**src/hw/rtl/mzg_pkg.sv**
```systemverilog
// Shared types and constants for the maze grid generator.
`default_nettype none

package mzg_pkg;

    // Field widths fixed by the port list
    localparam int SEED_W  = 18;
    localparam int COORD_W = 6;
    localparam int ROW_BITS = 43;

    // Lehmer generator: state = state * MUL mod MOD
    localparam int MUL_W  = 16;
    localparam int PROD_W = SEED_W + MUL_W;
    localparam logic [MUL_W-1:0]  LEHMER_MUL = MUL_W'(48217);
    localparam logic [SEED_W-1:0] LEHMER_MOD = SEED_W'(142857);
    // Largest quotient of a product is below 2^17, so shifts run 16 down to 0
    localparam int RED_W = 5;
    localparam logic [RED_W-1:0] RED_TOP = RED_W'(16);

    // Carver headings
    localparam logic [1:0] HEAD_PX = 2'd0;
    localparam logic [1:0] HEAD_PY = 2'd1;
    localparam logic [1:0] HEAD_NX = 2'd2;
    localparam logic [1:0] HEAD_NY = 2'd3;

    typedef logic [SEED_W-1:0]  t_seed;
    typedef logic [COORD_W-1:0] t_coord;
    typedef logic [ROW_BITS-1:0] t_row;

endpackage

`default_nettype wire

```
**src/hw/rtl/maze_grid_generator.sv**
```systemverilog
// Maze grid generator top level: carving sequencer, wall map and row readout.
//
// Usage: pulse i_start with a seed on i_seed while o_busy is low; the seed is
// transferred on that edge. The block then fills the wall map, runs one carver
// from every odd cell in raster order and opens the entry and exit. Each
// heading draw in the Lehmer unit is a multiply, shift-subtract steps for
// shifts 16 down to 0, then a handoff; a carving step is a draw followed by
// two reads, a compare and two writes, and a failed turn ends at the bound
// check or after both reads. Readout walks the single-port wall map one cell
// a cycle. Heading draws set the carving time; the wall map port sets fill
// and readout.
// Results: MAZE_DIM rows, each shown for one cycle with o_row_valid high;
// o_last_row marks the final row. The receiver cannot stall; every row must
// be taken when strobed. o_busy stays high from the transfer until the cycle
// in which the last row is strobed.
// Reset clears the sequencer and the generator state; the wall map needs no
// clearing since each seed rewrites all of it before any read.
`default_nettype none

module maze_grid_generator #(
    parameter int MAZE_DIM = 43
) (
    input  wire logic           i_clk,
    input  wire logic           i_rst_n,
    input  wire logic           i_start,
    input  wire mzg_pkg::t_seed i_seed,
    output logic                o_busy,
    output logic                o_row_valid,
    output mzg_pkg::t_coord     o_row_index,
    output mzg_pkg::t_row       o_row_walls,
    output logic                o_last_row
);

    localparam int CW     = mzg_pkg::COORD_W;
    localparam int CELLS  = MAZE_DIM * MAZE_DIM;
    localparam int ADDR_W = $clog2(CELLS);

    localparam logic [CW:0]       DIM_X     = (CW + 1)'(MAZE_DIM);
    localparam logic [CW-1:0]     LAST_C    = CW'(MAZE_DIM - 1);
    localparam logic [CW-1:0]     EXIT_C    = CW'(MAZE_DIM - 2);
    localparam logic [ADDR_W-1:0] DIM_A     = ADDR_W'(MAZE_DIM);
    localparam logic [ADDR_W-1:0] LAST_CELL = ADDR_W'(CELLS - 1);

    // Sequencer states
    localparam logic [3:0] ST_IDLE  = 4'd0;
    localparam logic [3:0] ST_FILL  = 4'd1;
    localparam logic [3:0] ST_OPEN  = 4'd2;
    localparam logic [3:0] ST_DRAW  = 4'd3;
    localparam logic [3:0] ST_WAIT  = 4'd4;
    localparam logic [3:0] ST_CHECK = 4'd5;
    localparam logic [3:0] ST_RD1   = 4'd6;
    localparam logic [3:0] ST_RD2   = 4'd7;
    localparam logic [3:0] ST_WR1   = 4'd8;
    localparam logic [3:0] ST_WR2   = 4'd9;
    localparam logic [3:0] ST_ENTRY = 4'd10;
    localparam logic [3:0] ST_EXIT  = 4'd11;
    localparam logic [3:0] ST_OUT   = 4'd12;
    localparam logic [3:0] ST_DRAIN = 4'd13;

    logic [3:0]        r_state;
    logic [ADDR_W-1:0] r_fill;
    mzg_pkg::t_coord   r_sc, r_sr;      // start cell
    mzg_pkg::t_coord   r_cc, r_cr;      // carver cell
    logic [1:0]        r_head;
    logic [1:0]        r_fails;
    logic              r_w1;
    mzg_pkg::t_coord   r_orow, r_ocol;  // readout cursor
    logic              r_pend;
    mzg_pkg::t_coord   r_prow, r_pcol;  // cell whose read data returns now
    mzg_pkg::t_row     r_bits;
    logic              r_vld;
    mzg_pkg::t_coord   r_oidx;
    mzg_pkg::t_row     r_owalls;
    logic              r_olast;

    logic              w_done;
    mzg_pkg::t_seed    w_gen;
    logic [0:0]        w_rdata;

    // Wall map
    logic              w_we;
    logic [0:0]        w_wdata;
    logic [ADDR_W-1:0] w_addr;
    logic              w_use_fill;
    mzg_pkg::t_coord   w_sel_r, w_sel_c;

    mzg_ram #(
        .WIDTH (1),
        .DEPTH (CELLS)
    ) u_wall_map (
        .i_clk   (i_clk),
        .i_we    (w_we),
        .i_addr  (w_addr),
        .i_wdata (w_wdata),
        .o_rdata (w_rdata)
    );

    mzg_lehmer u_gen (
        .i_clk   (i_clk),
        .i_rst_n (i_rst_n),
        .i_load  (r_state == ST_IDLE && i_start),
        .i_seed  (i_seed),
        .i_draw  (r_state == ST_DRAW),
        .o_done  (w_done),
        .o_state (w_gen)
    );

    // Step geometry for the current heading
    mzg_pkg::t_coord w_c1, w_r1, w_c2, w_r2;
    logic            w_inb;

    always_comb begin
        w_c1  = r_cc;
        w_r1  = r_cr;
        w_c2  = r_cc;
        w_r2  = r_cr;
        w_inb = 1'b0;
        unique case (r_head)
            mzg_pkg::HEAD_PX: begin
                w_c1  = r_cc + CW'(1);
                w_c2  = r_cc + CW'(2);
                w_inb = ({1'b0, r_cc} + (CW + 1)'(2)) < DIM_X;
            end
            mzg_pkg::HEAD_PY: begin
                w_r1  = r_cr + CW'(1);
                w_r2  = r_cr + CW'(2);
                w_inb = ({1'b0, r_cr} + (CW + 1)'(2)) < DIM_X;
            end
            mzg_pkg::HEAD_NX: begin
                w_c1  = r_cc - CW'(1);
                w_c2  = r_cc - CW'(2);
                w_inb = r_cc > CW'(2);
            end
            mzg_pkg::HEAD_NY: begin
                w_r1  = r_cr - CW'(1);
                w_r2  = r_cr - CW'(2);
                w_inb = r_cr > CW'(2);
            end
        endcase
    end

    // Next carver start in raster order
    logic w_more_col, w_more_row;
    assign w_more_col = ({1'b0, r_sc} + (CW + 1)'(2)) < DIM_X;
    assign w_more_row = ({1'b0, r_sr} + (CW + 1)'(2)) < DIM_X;

    // Wall map port selection
    always_comb begin
        w_we       = 1'b0;
        w_wdata    = 1'b0;
        w_use_fill = 1'b0;
        w_sel_r    = '0;
        w_sel_c    = '0;
        unique case (r_state)
            ST_FILL: begin
                w_we       = 1'b1;
                w_wdata    = 1'b1;
                w_use_fill = 1'b1;
            end
            ST_OPEN: begin
                w_we    = 1'b1;
                w_sel_r = CW'(1);
                w_sel_c = CW'(1);
            end
            ST_CHECK: begin
                w_sel_r = w_r1;
                w_sel_c = w_c1;
            end
            ST_RD1: begin
                w_sel_r = w_r2;
                w_sel_c = w_c2;
            end
            ST_WR1: begin
                w_we    = 1'b1;
                w_sel_r = w_r1;
                w_sel_c = w_c1;
            end
            ST_WR2: begin
                w_we    = 1'b1;
                w_sel_r = w_r2;
                w_sel_c = w_c2;
            end
            ST_ENTRY: begin
                w_we    = 1'b1;
                w_sel_c = CW'(1);
            end
            ST_EXIT: begin
                w_we    = 1'b1;
                w_sel_r = LAST_C;
                w_sel_c = EXIT_C;
            end
            ST_OUT: begin
                w_sel_r = r_orow;
                w_sel_c = r_ocol;
            end
            default: begin
            end
        endcase
        w_addr = w_use_fill ? r_fill
                            : ADDR_W'(ADDR_W'(w_sel_r) * DIM_A + ADDR_W'(w_sel_c));
    end

    // Failed turn: rotate in place, and after four move on to the next start
    logic [3:0]      n_fail_state;
    logic [1:0]      n_fails;
    mzg_pkg::t_coord n_sc, n_sr;
    mzg_pkg::t_coord n_cc, n_cr;

    always_comb begin
        n_sc    = r_sc;
        n_sr    = r_sr;
        n_cc    = r_cc;
        n_cr    = r_cr;
        n_fails = r_fails + 2'd1;
        n_fail_state = ST_CHECK;
        if (r_fails == 2'd3) begin
            n_fails = '0;
            priority if (w_more_col) begin
                n_sc = r_sc + CW'(2);
                n_cc = r_sc + CW'(2);
                n_cr = r_sr;
                n_fail_state = ST_DRAW;
            end else if (w_more_row) begin
                n_sc = CW'(1);
                n_sr = r_sr + CW'(2);
                n_cc = CW'(1);
                n_cr = r_sr + CW'(2);
                n_fail_state = ST_DRAW;
            end else begin
                n_fail_state = ST_ENTRY;
            end
        end
    end

    // Sequencer
    always_ff @(posedge i_clk) begin
        if (!i_rst_n) begin
            r_state <= ST_IDLE;
            r_fill  <= '0;
            r_sc    <= '0;
            r_sr    <= '0;
            r_cc    <= '0;
            r_cr    <= '0;
            r_head  <= '0;
            r_fails <= '0;
            r_orow  <= '0;
            r_ocol  <= '0;
        end else begin
            unique case (r_state)
                ST_IDLE: begin
                    if (i_start) begin
                        r_fill  <= '0;
                        r_state <= ST_FILL;
                    end
                end
                ST_FILL: begin
                    if (r_fill == LAST_CELL) begin
                        r_state <= ST_OPEN;
                    end else begin
                        r_fill <= r_fill + 1'b1;
                    end
                end
                ST_OPEN: begin
                    r_sc    <= CW'(1);
                    r_sr    <= CW'(1);
                    r_cc    <= CW'(1);
                    r_cr    <= CW'(1);
                    r_state <= ST_DRAW;
                end
                ST_DRAW: begin
                    r_state <= ST_WAIT;
                end
                ST_WAIT: begin
                    if (w_done) begin
                        r_head  <= w_gen[1:0];
                        r_fails <= '0;
                        r_state <= ST_CHECK;
                    end
                end
                ST_CHECK: begin
                    if (w_inb) begin
                        r_state <= ST_RD1;
                    end else begin
                        r_head  <= r_head + 2'd1;
                        r_fails <= n_fails;
                        r_sc    <= n_sc;
                        r_sr    <= n_sr;
                        r_cc    <= n_cc;
                        r_cr    <= n_cr;
                        r_state <= n_fail_state;
                    end
                end
                ST_RD1: begin
                    r_state <= ST_RD2;
                end
                ST_RD2: begin
                    if (r_w1 && w_rdata[0]) begin
                        r_state <= ST_WR1;
                    end else begin
                        r_head  <= r_head + 2'd1;
                        r_fails <= n_fails;
                        r_sc    <= n_sc;
                        r_sr    <= n_sr;
                        r_cc    <= n_cc;
                        r_cr    <= n_cr;
                        r_state <= n_fail_state;
                    end
                end
                ST_WR1: begin
                    r_state <= ST_WR2;
                end
                ST_WR2: begin
                    r_cc    <= w_c2;
                    r_cr    <= w_r2;
                    r_state <= ST_DRAW;
                end
                ST_ENTRY: begin
                    r_state <= ST_EXIT;
                end
                ST_EXIT: begin
                    r_orow  <= '0;
                    r_ocol  <= '0;
                    r_state <= ST_OUT;
                end
                ST_OUT: begin
                    if (r_ocol == LAST_C) begin
                        r_ocol <= '0;
                        if (r_orow == LAST_C) begin
                            r_state <= ST_DRAIN;
                        end else begin
                            r_orow <= r_orow + CW'(1);
                        end
                    end else begin
                        r_ocol <= r_ocol + CW'(1);
                    end
                end
                ST_DRAIN: begin
                    r_state <= ST_IDLE;
                end
                default: begin
                    r_state <= ST_IDLE;
                end
            endcase
        end
    end

    // First cell of a step, captured from its registered read data in ST_RD1
    always_ff @(posedge i_clk) begin
        if (r_state == ST_RD1) begin
            r_w1 <= w_rdata[0];
        end
    end

    // Row assembly: merge returning read data into the row word
    mzg_pkg::t_row n_bits;

    always_comb begin
        for (int j = 0; j < mzg_pkg::ROW_BITS; j++) begin
            n_bits[j] = r_bits[j] | (w_rdata[0] && r_pcol == CW'(j));
        end
    end

    always_ff @(posedge i_clk) begin
        if (!i_rst_n) begin
            r_pend <= 1'b0;
            r_vld  <= 1'b0;
        end else begin
            r_pend <= (r_state == ST_OUT);
            r_vld  <= r_pend && r_pcol == LAST_C;
        end
    end

    always_ff @(posedge i_clk) begin
        r_prow <= r_orow;
        r_pcol <= r_ocol;
        if (r_state == ST_EXIT) begin
            r_bits <= '0;
        end else if (r_pend) begin
            if (r_pcol == LAST_C) begin
                r_bits   <= '0;
                r_owalls <= n_bits;
                r_oidx   <= r_prow;
                r_olast  <= r_prow == LAST_C;
            end else begin
                r_bits <= n_bits;
            end
        end
    end

    assign o_busy      = r_state != ST_IDLE;
    assign o_row_valid = r_vld;
    assign o_row_index = r_oidx;
    assign o_row_walls = r_owalls;
    assign o_last_row  = r_olast;

endmodule

`default_nettype wire

```
**src/hw/rtl/mzg_ram.sv**
```systemverilog
// Generic single-port synchronous RAM with registered read.
`default_nettype none

module mzg_ram #(
    parameter int WIDTH = 1,
    parameter int DEPTH = 1849
) (
    input  wire logic                     i_clk,
    input  wire logic                     i_we,
    input  wire logic [$clog2(DEPTH)-1:0] i_addr,
    input  wire logic [WIDTH-1:0]         i_wdata,
    output logic      [WIDTH-1:0]         o_rdata
);

    logic [WIDTH-1:0] r_mem [DEPTH];
    logic [WIDTH-1:0] r_rdata;

    // Read-first port
    always_ff @(posedge i_clk) begin
        if (i_we) begin
            r_mem[i_addr] <= i_wdata;
        end
        r_rdata <= r_mem[i_addr];
    end

    assign o_rdata = r_rdata;

endmodule

`default_nettype wire

```
**src/hw/rtl/mzg_lehmer.sv**
```systemverilog
// Lehmer generator with a multiply stage and a shift-subtract modulo unit.
`default_nettype none

module mzg_lehmer (
    input  wire logic          i_clk,
    input  wire logic          i_rst_n,
    input  wire logic          i_load,
    input  wire mzg_pkg::t_seed i_seed,
    input  wire logic          i_draw,
    output logic               o_done,
    output mzg_pkg::t_seed     o_state
);

    localparam int PW = mzg_pkg::PROD_W;

    mzg_pkg::t_seed              r_state;
    logic                        r_busy;
    logic                        r_done;
    logic [mzg_pkg::RED_W-1:0]   r_k;
    logic [PW-1:0]               r_rem;

    logic [PW:0]   w_sub;
    logic          w_ge;
    logic [PW-1:0] n_rem;

    // One restoring step: subtract MOD << k when it fits
    always_comb begin
        w_sub = (PW + 1)'(mzg_pkg::LEHMER_MOD) << r_k;
        w_ge  = {1'b0, r_rem} >= w_sub;
        n_rem = w_ge ? PW'({1'b0, r_rem} - w_sub) : r_rem;
    end

    // Control
    always_ff @(posedge i_clk) begin
        if (!i_rst_n) begin
            r_state <= '0;
            r_busy  <= 1'b0;
            r_done  <= 1'b0;
            r_k     <= '0;
        end else begin
            r_done <= 1'b0;
            if (i_load) begin
                r_state <= i_seed;
            end else if (i_draw) begin
                r_busy <= 1'b1;
                r_k    <= mzg_pkg::RED_TOP;
            end else if (r_busy) begin
                if (r_k == '0) begin
                    r_busy  <= 1'b0;
                    r_done  <= 1'b1;
                    r_state <= n_rem[mzg_pkg::SEED_W-1:0];
                end else begin
                    r_k <= r_k - 1'b1;
                end
            end
        end
    end

    // Product and partial remainder
    always_ff @(posedge i_clk) begin
        if (i_draw) begin
            r_rem <= PW'(r_state) * PW'(mzg_pkg::LEHMER_MUL);
        end else if (r_busy) begin
            r_rem <= n_rem;
        end
    end

    assign o_done  = r_done;
    assign o_state = r_state;

endmodule

`default_nettype wire

```
**config.mk**
```make
export PLATFORM = sky130hd
export DESIGN_NAME = maze_grid_generator
export DESIGN_NICKNAME = d
export VERILOG_FILES = /design/src/hw/rtl/mzg_pkg.sv /design/src/hw/rtl/maze_grid_generator.sv /design/src/hw/rtl/mzg_ram.sv /design/src/hw/rtl/mzg_lehmer.sv
export SDC_FILE = /design/constraint.sdc
export NUM_CORES = 2
export LEC_CHECK = 0
export ABC_AREA = 1
export BUFFER_PORTS_ARGS = -buffer_cell sky130_fd_sc_hd__buf_2
export CORE_UTILIZATION = 50
export CTS_BUF_LIST = sky130_fd_sc_hd__clkbuf_8
export DETAILED_ROUTE_END_ITERATION = 6
export PLACE_DENSITY = 0.65
export SLEW_MARGIN = 20
export SYNTH_ARGS = -nofsm -noshare
export SYNTH_HDL_FRONTEND = slang
export SYNTH_SLANG_ARGS = --single-unit
export TNS_END_PERCENT = 50
```
**constraint.sdc**
```tcl
create_clock -name i_clk -period 44.5 [get_ports i_clk]
set_input_delay 6.675 -clock i_clk [delete_from_list [all_inputs] [get_ports i_clk]]
set_output_delay 6.675 -clock i_clk [all_outputs]
set_load 0.02 [all_outputs]
```
==> summary.txt <==
routability cong. = 0.883
number of global-route vias before repair = 72.2k
Fill cells = 17.8k
EDFF count, synth = 1934
crit path time final = 9.01 ns
final setup vio count = 0
final non-filler cell total = 13.4k
drt pass-1 iters = 6
total wire length = 294000 um
IO Count = 73
top cells by area, synth = edfxtp_1 58%, nand2_1 13%, nor2_1 8.6%
Post-Synth Adder-Cell Area = 5.10%
WP data arrival = 2.33 ns
Min Hold Slack = 0.358 ns
post-CTS setup buffer count = 0
NumNets Final = 10.8k
clock root cell = clkbuf_8
Synth Area in Compound Gates = 3.43%
Comb power frac = 41.0%
setup tns final = 0 ns
DR vias/cell = 5.68
sequential share of power = 35.9%
post-synth top area cell = edfxtp_1
post-synth top area share = 58.2%
Fin. Hold Viols = 0
clk sinks = 2072
run status = finished clean
chip height = 449 um
Max Cap Viol = 0
RSZ-0062 raised after global routing = false
CP cell instances = nor2_1 > inv_1 > nor2_1 > inv_1 > buf_2
placed instance count = 12.7k
ys flop type = edfxtp_1
PortBufs = 72
worst path required time = 37.83 ns
Post-DP HPWL = 157000 um
CTS Buf Count = 355
measured slew at the worst slew-check pin = 1.19 ns
Worst setup EP type = output port
Core ar. = 0.198 mm^2
placed cell areas = 0.102 mm^2
post-cts sizing count = 0
Pleak = 0.0403 uW
share of cells above drive strength 1 = 6.71%
P_int = 3950 uW
period utilization = 20.2%
Synth cell types = 59
syn_area_per_cell = 9.39 um^2
most common cell after layout, fill and taps aside = nand2_1
CTS Buffer Depth = 4
Syn Nets = 11.0k
post-DR wirelength/cell = 22.0 um
first-pass GRT wire length = 440000 um
switching portion of total power = 41.7%
HP Class = flop to flop
largest net degree at the start of global routing = 309
slowest CP cell = nor2_1
XOR/XNOR Fraction of Synth Area = 0.649%
synthesized cell area = 0.0998 mm^2
via count = 75.9k
Final ANT Viol Nets = 0
ys async rst share = 0%
grt ovf = 0
post-synthesis mux area share = 0%
critical path type = flop to output port
maximum fanout along the worst path = 3
Worst setup SP type = flop
# DRC = 0
final core occ = 54.7%
Mapped Cells = 10.6k
TritonCTS clock tree = built
Seq cells post-synth = 2072
max-slew violation count = 0
cts hold-fix bufs = 0
clock latency on the worst-skew pair = 1.08 ns
Slew headroom = 20.7%
largest family of logic cells by synthesized area = simple AND/OR/NAND/NOR gates
final instance area = 0.108 mm^2
most frequent cells in the layout = 3361 x nand2_1, 2271 x nor2_1, 1934 x edfxtp_1
post-synthesis simple-gate area fraction = 25.0%
sw power = 2820 uW
FMAX = 111 MHz
clock group share of total power = 23.1%
Rows = 163
clock slew at reported path FFs = 0.07 ns
Die ar. = 0.201 mm^2
Final Skew = 0.0763 ns
post-synthesis sequential area ratio = 60.9%
effective utilization at floorplan = 50.5%
Peak VDD IR = 0.0906 mV
Total GRT Usage = 28.6%
DIE WIDTH = 449 um
P&R area growth vs syn = 8.41%
power per cell area = 62.6 mW/mm^2
DRT iter0 DRCs = 9723
initial antenna violation count = 5
yosys warns = 0
htree depth = 5
biggest cell delay along the critical path = 0.37 ns
## final cells by class
cell class / instances / area, um^2 / share of cell area [%]
multi-input combinational: 7322 / 34600 / 31.9
antenna: 4 / 10.0 / 0.00925
clock buffer: 370 / 5090 / 4.71
sequential: 2072 / 60800 / 56.2
clock inverter: 235 / 1090 / 1.01
tap: 2640 / 3300 / 3.05
timing repair buffer: 177 / 1280 / 1.19
inverter: 538 / 2040 / 1.89
## kinds of logic after synthesis
logic type | count (synthesis)
buffers and inverters | 1239
adders and majority gates | 342
xor gates and xnor gates | 74
AOI/OAI and AO/OA | 619
and+or+nand+nor | 6287
DFF | 2072
## per-stage QoR
step	setup slack (ns)	total power (uW)
3_5_place_dp	35.90	5210
2_1_floorplan	9.77	4910
6_report	35.50	6770
5_1_grt	35.39	7160
3_3_place_gp	35.86	5170
4_1_cts	35.43	6750
## state kept, by name, summed over array words and instances, names as in the netlist, 11 cells and up
| name | count |
|---|---|
| u_wall_map.r_mem | 1849 |
| o_row_walls | 43 |
| r_bits | 43 |
| u_gen.r_rem | 34 |
| u_gen.o_state | 18 |
| r_fill | 11 |
## power groups by stage
stage	logic, uW	clock network (uW)	registers [uW]
6_report	2780	1560	2430
5_1_grt	3070	1660	2430
4_1_cts	2750	1570	2430
3_5_place_dp	2730	0	2470
3_3_place_gp	2700	0	2470
2_1_floorplan	1870	0	3050
## critical path, delay by kind of cell (launching register included)
family	cells	cell delay (ns)
DFF	1	0.33
buffers and inverters	3	0.41
and+or+nand+nor	2	0.53
## Yosys cell counts (all sizes together) (2+ instances only)
library cell  count
nor3             73
o311ai            2
fa              108
buf             287
xnor2            28
o221ai            8
edfxtp         1934
nand3           103
nor2           2298
nor4              7
clkbuf          414
o2111ai           3
ha              234
nand4           361
xor2             46
o21bai            6
clkinv            2
o21a              3
a21o              8
a31oi            28
o31ai             8
or2               5
a221oi            5
nand3b            6
a21oi           286
o22ai             8
a21boi            2
dfxtp           138
a22oi            18
o21ai           207
inv             536
nand2          3425
o32ai             2
o211ai           11
nor3b             6
a211oi            8
and2              2
## metal layers
layer | track usage, % | wire (um)
met1 | 39.0 | 119000
met5 | 0 | 103
met3 | 4.03 | 27100
met2 | 46.5 | 137000
met4 | 10.7 | 10600
## path summary, 6_finish.rpt
kind / depth (start not counted) / slack, ns / endpoint / start
max: 5 / 35.50 / o_busy / r_state[3]
min: 0 / 0.36 / r_prow[5] / r_orow[5]
max reg2reg: 30 / 35.91 / u_wall_map.r_mem[1329] / r_head[1]
min reg2reg: 0 / 0.36 / r_prow[5] / r_orow[5]
(Power assumes the default switching activity.)
